==> config.mk <==
export PLATFORM = sky130hd
export DESIGN_NAME = vbw_ram
export DESIGN_NICKNAME = d
export VERILOG_FILES = /design/src/vbw_ram.sv
export SDC_FILE = /design/constraint.sdc
export NUM_CORES = 1
export LEC_CHECK = 0
export BUFFER_PORTS_ARGS = -buffer_cell sky130_fd_sc_hd__buf_2
export CELL_PAD_IN_SITES_DETAIL_PLACEMENT = 1
export CELL_PAD_IN_SITES_GLOBAL_PLACEMENT = 1
export CORE_MARGIN = 1.5
export CORE_UTILIZATION = 53
export CTS_CLUSTER_SIZE = 14
export DETAILED_ROUTE_END_ITERATION = 8
export GPL_TIMING_DRIVEN = 0
export PLACE_DENSITY = 0.83
export SKIP_LAST_GASP = 1
export SYNTH_ARGS = -nofsm -noshare
export SYNTH_HDL_FRONTEND = slang
export SYNTH_SLANG_ARGS = --single-unit
==> constraint.sdc <==
create_clock -name clk -period 2.7 [get_ports clk]
set_input_delay 0.135 -clock clk [delete_from_list [all_inputs] [get_ports clk]]
set_output_delay 0.135 -clock clk [all_outputs]
set_load 0.005 [all_outputs]
==> src/vbw_ram.sv <==
// Generic single-write, single-read synchronous RAM with registered read.
// No dependencies.
module vbw_ram #(
  parameter int WIDTH = 8,
  parameter int DEPTH = 16
) (
  input  logic                     clk,
  input  logic                     we,
  input  logic [$clog2(DEPTH)-1:0] waddr,
  input  logic [WIDTH-1:0]         wdata,
  input  logic                     re,
  input  logic [$clog2(DEPTH)-1:0] raddr,
  output logic [WIDTH-1:0]         rdata
);

  logic [WIDTH-1:0] mem [DEPTH];

  always_ff @(posedge clk) begin
    if (we) begin
      mem[waddr] <= wdata;
    end
    if (re) begin
      rdata <= mem[raddr];
    end
  end

endmodule

# --- Yosys cells after proc, flatten, opt, wreduce, memory -nomap -nowiden ---
# Memories as Yosys holds them, arrays and structs flattened. A register that Yosys moved wholly into a read port is not among the register bits.
# Cells that the tools add are included.
totals:
  regBits: 0
  ramBits: 128
  input_bits: 19
  out_inout_bits: 8
  word_cells: 3
  n_memories: 1
classes:
  n_mux: 2
memory_table:
  columns: ["name", "depth", "word_bits", "read_ports", "rd_clocked_by_memory_dff", "wr", "line_no", "rtl"]
  rows:
  - ["mem", 16, 8, 1, 1, 1, "16", "logic [WIDTH-1:0] mem [DEPTH];"]
ops:
  columns: ["cell", "n"]
  rows:
  - ["$mux W1", 2]

# --- Depth between registers and ports, before layout ---
# Gate-level depths: netlist of run 1.
logic_depth:
  ltp_word: 2
  ltp_mapped: 5
  mapped_depth_nobuf: 3

# --- Worst setup path before layout of run 1 ---
# No wires, ideal clock.
synth_path:
  kind: "input port to flip-flop"
  from: "input port waddr[2]"
  to: "memory mem[0][0] (enable)"
  setup_time_ns: 0.383
  arrival_time_ns: 1.245
  required_ns: 2.317
  path_slack_ns: 1.072
  stages: 2
  n_path_buf: 0
  cell_sequence: "or3b_2 > nor3_1"
synth_rtl:
  columns: ["element", "line_no", "rtl"]
  rows:
  - ["start, declared", "9", "input logic [$clog2(DEPTH)-1:0] waddr,"]
  - ["end, declared", "16", null]
# No word-level cell before the write port.

==> results of run 1 <==
==> sequential cells by signal, indices dropped and copies added, names as in the netlist <==
register / cells
mem: 128
rdata: 8
==> cells by family after synthesis <==
| kind of cell | share of synthesized area [%] |
|---|---|
| simple gates | 3.136 |
| mux | 14.79 |
| compound gates | 2.298 |
| flops | 78.12 |
| buf+inv | 1.651 |
==> final timing paths <==
kind / startpoint / end / slack (ns)
max reg2reg: mem[5][0]$_DFFE_PP_ / rdata[0]$_DFFE_PP_ / 1.04
min reg2reg: mem[8][1]$_DFFE_PP_ / rdata[1]$_DFFE_PP_ / 0.79
max: mem[5][0]$_DFFE_PP_ / rdata[0]$_DFFE_PP_ / 1.04
min: wdata[7] / mem[1][7]$_DFFE_PP_ / 0.02
==> stage by stage <==
step	total power, mW	std cells	setup WS, ns	instance area (sq um)	util [%]
after global placement	2.644	387	0.4837	5519	56.99
after global routing	4.899	420	1.019	6087	62.86
after CTS	4.790	420	0.9860	6082	62.80
after detailed placement	2.663	387	0.5249	5519	56.99
final	4.763	420	1.036	6087	62.86
after floorplan	2.553	229	1.072	5228	-
==> worst max-delay path, stage by stage (launching register included) <==
cell      delay [ns]
edfxtp_1        0.37
mux4_1          0.57
a22oi_1         0.33
nand2_1         0.13
==> layout by cell type, fill, tap and decap left out, types with 2 or more instances in the layout <==
cell type and count:
buf_2 28, nor2_1 13, edfxtp_1 136, clkinv_4 4, nand2_1 9, buf_6 3, nand2b_1 2, clkbuf_16 16
mux4_2 18, clkbuf_1 2, clkinv_2 5, mux4_1 14, clkdlybuf4s25_2 3, nand3b_1 2, bufinv_16 2, a22oi_1 16
nor3_1 3
==> cell type report <==
cell class,instances,area (sq um)
Multi-Input combinational cell,83,1062
Sequential cell,136,4084
Buffer,10,86.33
Tap cell,133,166.4
Clock buffer,19,421.7
Timing Repair Buffer,26,135.1
Clock inverter,13,131.4
Fill cell,808,3597
==> routing by layer <==
metal | track usage [%] | vias up | part of all wire (%)
li1 | - | 1073 | -
met1 | 34.19 | 1282 | 41
met2 | 36.17 | 128 | 49
met3 | 6.635 | 16 | 7.7
met4 | 10.54 | 0 | 1.9
met5 | 0 | - | 0
==> power by group through the flow <==
stage	clock network, mW	logic (mW)	registers, mW
after floorplan	0	0.120	2.43
after global placement	0	0.214	2.43
after detailed placement	0	0.228	2.44
after CTS	2.16	0.233	2.39
after global routing	2.25	0.248	2.40
final	2.14	0.230	2.39
==> results.cfg, run 1 <==
[run_status]
status = finished, final reports clean

[sta]
period_needed_ns = 1.664
max_slew_margin_pct = 12.56
tightestPinTransition_ns = 1.302
max_freq_ghz = 0.6008
rsz0062_at_grt = no
finalSetupViolations = 0
drv_slew = 0
hold_violations = 0
skew_ns = 0.005206
fin_crit_sh_pct = 61.64
hold_ws_ns = 0.01905
fin_tns_setup_ns = 0

[pwr]
p_clk_share_pct = 44.9
p_switching_uw = 985.7
leakagePower_nw = 2.032
switching_share_pct = 20.70
internal_power_mw = 3.777
power.density_nw_per_um2 = 782.4
p_seq_share_pct = 50.2
ir_drop_v = 0.0004150
combPwrFrac_pct = 4.8

[logic_synthesis]
ys_warn_count = 0
synth-main-ff-cell = edfxtp_1
synth.area.top_cells = edfxtp_1 (78%), mux4_2 (7.8%), mux4_1 (7.0%)
synthTopCellsByCount = edfxtp_1 (136), mux4_2 (18), a22oi_1 (16)
synth-edff-count = 136
synth-async-reset-ratio_pct = 0
yosysUniqueCellTypes = 18
syn_area_sq_um = 5228
synth_top_area_cell = edfxtp_1
synth_top_area_share_pct = 78.12
yosysMostFrequentCell = edfxtp_1
synth-seq-cells = 136
seq_area_frac_synth_pct = 78.12
syn_inst = 229
syn_avg_cell_area_sq_um = 22.83
syn_nets = 248

[floorplan]
initial_core_util_pct = 53.98
die-area_sq_um = 10470
rows = 36
fp.dieW_microns = 102.3
fp.coreArea_sq_um = 9684
dieHeight_microns = 102.3
io_pins = 27

[clock_network]
cts-resized-gates = 0
root_buffer = clkbuf_8
cts_tree = done
worstSkewPairLatency_ns = 0.52
path_clk_slew_ns = 0.06
ctsHoldBuffers = 1
numCtsBuffers = 17
post_cts_buffers = 0
clock_sinks = 136
clk_path_buf_depth = 2
htreeDepth = 4

[global_route]
grtUsageTotal_pct = 24.27
grt_pass1_vias = 2594
grt_max_degree = 17
grt-ovfl-total = 0
antenna_found_initial = 0
grt_pass1_wl_microns = 16750

[worst_setup_path]
worstSetupPathType = flip-flop to flip-flop
cp_max_fo = 1
reg2reg_depth = 3
end_kind = flip-flop
required_ns = 2.96
critPathLaunchType = flip-flop
arrival_ns = 1.92

[route]
drtPass1Iterations = 5
initialDrtViolationCount = 231
vias = 2499
drtAntennaViolNets = 0
routed_via_density = 5.950
wire_per_inst_microns = 26.82
drcViolationCount = 0
wl_microns = 11260

[placed_design]
dp_hpwl_microns = 6899
gp_congestion = 0.7086
io_buffers = 25

[cells_and_area]
nNetsFinal = 293
syn2layout_area_growth_pct = 16.44
drive_above_1_share_pct = 29.27
diodes = 0

[run]
drv_cap = 0

[worst_hold_path]
hold_path_depth = 1
hold_path_class = input port to flip-flop
Power figures use the tool's default switching activity.
==> inputs of run 2 (changes only) <==
Settings changed: CORE_UTILIZATION 53 to 48, PLACE_DENSITY 0.83 to 0.79.
Clock period 2.7 ns to 1.5 ns, I/O delays scaled along.
==> run 2 against run 1 <==
Sequential power grew 80%. Worst setup slack lost 1.0 ns. Routed wire length shrank 5.2%. Highest routed layer unchanged. Clock skew shrank 0.0013 ns. Cell area grew 0.14%. Global-route usage shrank 3.5 points.
==> results.cfg, run 2 (synthesis results as in run 1) <==
[cells_and_area]
diodes = 0
final_cell_mix = edfxtp_1 (136), buf_2 (28), mux4_2 (22)
largestRegisters = mem (128), rdata (8)
design_area_sq_um = 6096
nFillCells = 912
final_util_pct = 58.26
top_register = mem
largest_reg_flops = 128
layout_commonest_cell = edfxtp_1
nNetsFinal = 301
drive_above_1_share_pct = 29.01
syn2layout_area_growth_pct = 16.61

[pwr]
ir_drop_v = 0.0007398
leakagePower_nw = 2.010
power.density_nw_per_um2 = 1327

[worst_setup_path]
worstSetupPathType = flip-flop to flip-flop
end_kind = flip-flop
cp_max_fo = 1
required_ns = 1.76
critPathLaunchType = flip-flop
arrival_ns = 1.74

[clock_network]
path_clk_slew_ns = 0.06
root_buffer = clkbuf_8
cts_tree = done
htreeDepth = 4
worstSkewPairLatency_ns = 0.52
clock_sinks = 136
clk_path_buf_depth = 2
numCtsBuffers = 17
post_cts_buffers = 0

[route]
routed_via_density = 5.744
wl_microns = 10670
initialDrtViolationCount = 225
drcViolationCount = 0
wire_per_inst_microns = 24.88
drtAntennaViolNets = 0
drtPass1Iterations = 4
vias = 2464

[sta]
fin_crit_sh_pct = 98.45
tightestPinTransition_ns = 1.250
period_needed_ns = 1.477
skew_ns = 0.003942
max_freq_ghz = 0.6772
drv_slew = 0
max_slew_margin_pct = 16.01
finalSetupViolations = 0
rsz0062_at_grt = no
hold_violations = 0

[floorplan]
initial_core_util_pct = 49.96
fp.coreArea_sq_um = 10460
fp.dieW_microns = 107.4
die-area_sq_um = 11530
rows = 37
io_pins = 27
dieHeight_microns = 107.4

[global_route]
grtUsageTotal_pct = 20.81
grt-ovfl-total = 0
antenna_found_initial = 0
grt_pass1_wl_microns = 16270
grt_pass1_vias = 2657
grt_max_degree = 17

[placed_design]
io_buffers = 25
place_area_sq_um = 5528
dp_hpwl_microns = 6720
gp_congestion = 0.7335

[run_status]
status = finished, final reports clean

[run]
drv_cap = 0

[worst_hold_path]
hold_path_class = input port to flip-flop
==> run 2: cell count changes in the layout (fill, tap and decap cells not counted), sizes merged <==
cell / delta
bufinv: -2
clkbuf: +4
clkinv: -3
clkinvlp: -1
dlygate4sd3: +8
==> run 2: area by class of cell <==
cell class,count,area (sq um),area share (%)
timing repair buffer,34,215.2,3.530
multi-input combinational,83,1072,17.59
buffer,10,86.33,1.416
tap,136,170.2,2.791
clock inverter,7,31.28,0.5131
clock buffer,23,436.7,7.163
sequential,136,4084,67.00
==> run 2: path summary, 6_finish.rpt <==
| kind | slack [ns] | end | startpoint | depth (start not counted) |
|---|---|---|---|---|
| max reg2reg | 0.02 | rdata[1]$_DFFE_PP_ | mem[6][1]$_DFFE_PP_ | 3 |
| max | 0.02 | rdata[1]$_DFFE_PP_ | mem[6][1]$_DFFE_PP_ | 3 |
| min reg2reg | 0.76 | rdata[4]$_DFFE_PP_ | mem[11][4]$_DFFE_PP_ | 3 |
| min | 0.09 | mem[0][2]$_DFFE_PP_ | waddr[1] | 2 |
==> run 2: per-stage QoR <==
step | setup TNS, ns | instances | hold slack, ns | total power [mW] | setup slack (ns)
finish | 0 | 429 | 0.08908 | 8.091 | 0.02330
global placement | -14.83 | 390 | 0.4058 | 4.764 | -0.3546
floorplan | 0 | 229 | 0.1739 | 4.595 | 0.1426
global route | 0 | 429 | 0.1023 | 8.311 | 0.0009178
CTS | -0.04282 | 429 | 0.07073 | 8.135 | -0.04282
detailed placement | -19.33 | 390 | 0.4326 | 4.791 | -0.4369
==> run 2: repair_timing <==
| item | 4_1_cts | 5_1_grt |
|---|---|---|
| endpoints found under the hold margin | 136 | 0 |
| cloned | 0 | 0 |
| gates resized for setup | 4 | 5 |
| endpoints found under the setup margin | 3 | 3 |
| hold buffers | 9 | 0 |
| pin swaps | 1 | 1 |
==> run 2: worst max-delay path, cell delays in order (launching register included) <==
cell and delay (ns):
edfxtp_1 0.38, mux4_2 0.54, a22oi_2 0.21, nand2_1 0.10
==> run 2: power breakdown <==
part	leakage (nW)	switching [mW]	internal [mW]	total, mW
Clock	0.232	1.38	1.98	3.35
Sequential	1.24	0.0208	4.29	4.31
Combinational	0.542	0.249	0.185	0.434
Total	2.01	1.64	6.45	8.09
==> run 2: layer usage <==
layer / wire [microns] / global-route usage, %
met5: 0 / 0
met4: 176 / 7.613
met3: 493 / 5.266
met2: 5322 / 32.67
met1: 4681 / 28.52
==> inputs of run 3 (changes only) <==
Settings changed: ABC_AREA set to 1, CORE_UTILIZATION 48 to 44, PLACE_DENSITY 0.79 to 0.8.
==> run 3 against run 2 <==
First-iteration DRC count increased by 39%. Routed wire length is 51% higher. Fmax grew 15%. Critical endpoint is now rdata[5]$_DFFE_PP_. Largest cell class unchanged.
==> results.cfg, run 3 <==
[logic_synthesis]
ys_warn_count = 0
synth-seq-cells = 136
synth.area.top_cells = edfxtp_1 (70%), nand2_1 (11%), nand3_1 (8.3%)
synth_top_area_share_pct = 69.85
syn_avg_cell_area_sq_um = 10.61
yosysUniqueCellTypes = 11
synth_top_area_cell = edfxtp_1
synthTopCellsByCount = nand2_1 (173), edfxtp_1 (136), inv_1 (100)
synth-edff-count = 136
syn_nets = 570
yosysMostFrequentCell = nand2_1
syn_inst = 551
seq_area_frac_synth_pct = 69.85
synth-async-reset-ratio_pct = 0
syn_area_sq_um = 5847
synth-main-ff-cell = edfxtp_1

[sta]
tightestPinTransition_ns = 0.9816
fin_crit_sh_pct = 85.31
max_freq_ghz = 0.7815
finalSetupViolations = 0
drv_slew = 0
period_needed_ns = 1.280
max_slew_margin_pct = 34.32
setup_ws_ns = 0.2204
hold_ws_ns = 0.009367
hold_violations = 0
fin_tns_setup_ns = 0
rsz0062_at_grt = no
skew_ns = 0.003521

[global_route]
grtUsageTotal_pct = 24.76
grt-ovfl-total = 0
grt_pass1_wl_microns = 25110
grt_pass1_vias = 4458
grt_max_degree = 17
antenna_found_initial = 0

[cells_and_area]
largest_reg_flops = 128
syn2layout_area_growth_pct = 14.96
nNetsFinal = 612
design_area_sq_um = 6721
largestRegisters = mem (128), rdata (8)
drive_above_1_share_pct = 12.05
final_cell_mix = nand2_1 (173), edfxtp_1 (136), inv_1 (100)
diodes = 0
final_cell_count_no_fill = 778
top_register = mem
layout_commonest_cell = nand2_1
nFillCells = 1406

[clock_network]
htreeDepth = 4
cts-resized-gates = 0
clk_path_buf_depth = 2
clock_sinks = 136
ctsHoldBuffers = 0
cts_tree = done
post_cts_buffers = 0
worstSkewPairLatency_ns = 0.42
root_buffer = clkbuf_16
path_clk_slew_ns = 0.05
numCtsBuffers = 17

[route]
wl_microns = 16150
routed_via_density = 5.198
drtPass1Iterations = 5
wire_per_inst_microns = 20.75
drcViolationCount = 0
drtAntennaViolNets = 0
initialDrtViolationCount = 313
vias = 4044

[pwr]
ir_drop_v = 0.001344
power.density_nw_per_um2 = 1309
leakagePower_nw = 2.893

[floorplan]
initial_core_util_pct = 45.77
rows = 41
io_pins = 27
dieHeight_microns = 118.3
fp.coreArea_sq_um = 12770
fp.dieW_microns = 118.3
die-area_sq_um = 13990

[worst_hold_path]
hold_path_class = input port to flip-flop

[run_status]
status = finished, final reports clean

[worst_setup_path]
critPathTopFamily = simple AND/OR/NAND/NOR gates
crit_slowest_cell = edfxtp_1
crit_buf_inv = 1
crit_chain = inv_1 -> nand2_1 -> nand3_1 -> nand3_1 -> nand3_1 -> nand2_1
arrival_ns = 1.45
worstSetupPathType = flip-flop to flip-flop
crit_top_cell = nand3_1
critPathLaunchType = flip-flop
cp_max_fo = 1
end_kind = flip-flop
slowest_delay_ns = 0.38
required_ns = 1.67

[placed_design]
dp.cells = 746
io_buffers = 23
place_area_sq_um = 6177
dp_hpwl_microns = 10410
gp_congestion = 0.8465
pre_cts_slack_ns = -0.1025

[run]
drv_cap = 0
[run 3: changes by cell type after synthesis, sizes merged, moves of 2 or more]
| cell | delta |
|---|---|
| nand3 | +96 |
| nand2b | -2 |
| clkdlybuf4s25 | -3 |
| a22oi | -16 |
| nor3 | -4 |
| buf | +17 |
| inv | +102 |
| nor2 | +4 |
| mux4 | -32 |
| nand2 | +164 |
[run 3: metal layers]
layer / part of all wire, % / track usage, %
met2: 50 / 41.68
met5: 0 / 0
met4: 2.8 / 11.13
met3: 5.2 / 5.502
met1: 42 / 30.53
[run 3: path summary, 6_finish.rpt]
kind,startpoint,end,slack (ns),cells past startpoint
hold reg to reg,mem[3][7]$_DFFE_PP_,rdata[7]$_DFFE_PP_,0.81,6
setup reg to reg,mem[10][5]$_DFFE_PP_,rdata[5]$_DFFE_PP_,0.22,6
hold / removal,re,rdata[7]$_DFFE_PP_,0.009,1
setup / recovery,mem[10][5]$_DFFE_PP_,rdata[5]$_DFFE_PP_,0.22,6
[run 3: cell type report]
class                   count  area [sq um]  share of cell area [%]
flip-flops and latches    136          4084                   60.76
multi-input cells         289          1214                   18.06
plain buffers              24         166.4                   2.476
repair buffers             23         115.1                   1.713
clock buffers              19         432.9                   6.441
inverters                 102         382.9                   5.696
clock inverters            13         111.4                   1.657
well taps                 172         215.2                   3.202
[run 3: stage by stage]
step,power (mW),utilization (%)
2_1_floorplan,4.682,-
3_3_place_gp,4.915,48.36
3_5_place_dp,4.944,48.36
4_1_cts,8.811,52.62
5_1_grt,9.052,52.62
6_report,8.795,52.62
[run 3: cell families (layout without fill, tap and decap cells)]
group,Yosys count,in the layout,synth area share (%)
buf+inv,126,181,9.394
simple gates,289,289,20.76
flops,136,136,69.85
[run 3: where the power goes]
| group | internal, mW | switching, mW | total, mW |
|---|---|---|---|
| clock network | 2.39 | 1.52 | 3.91 |
| logic | 0.159 | 0.417 | 0.576 |
| registers | 4.28 | 0.0220 | 4.31 |
| total | 6.84 | 1.96 | 8.80 |
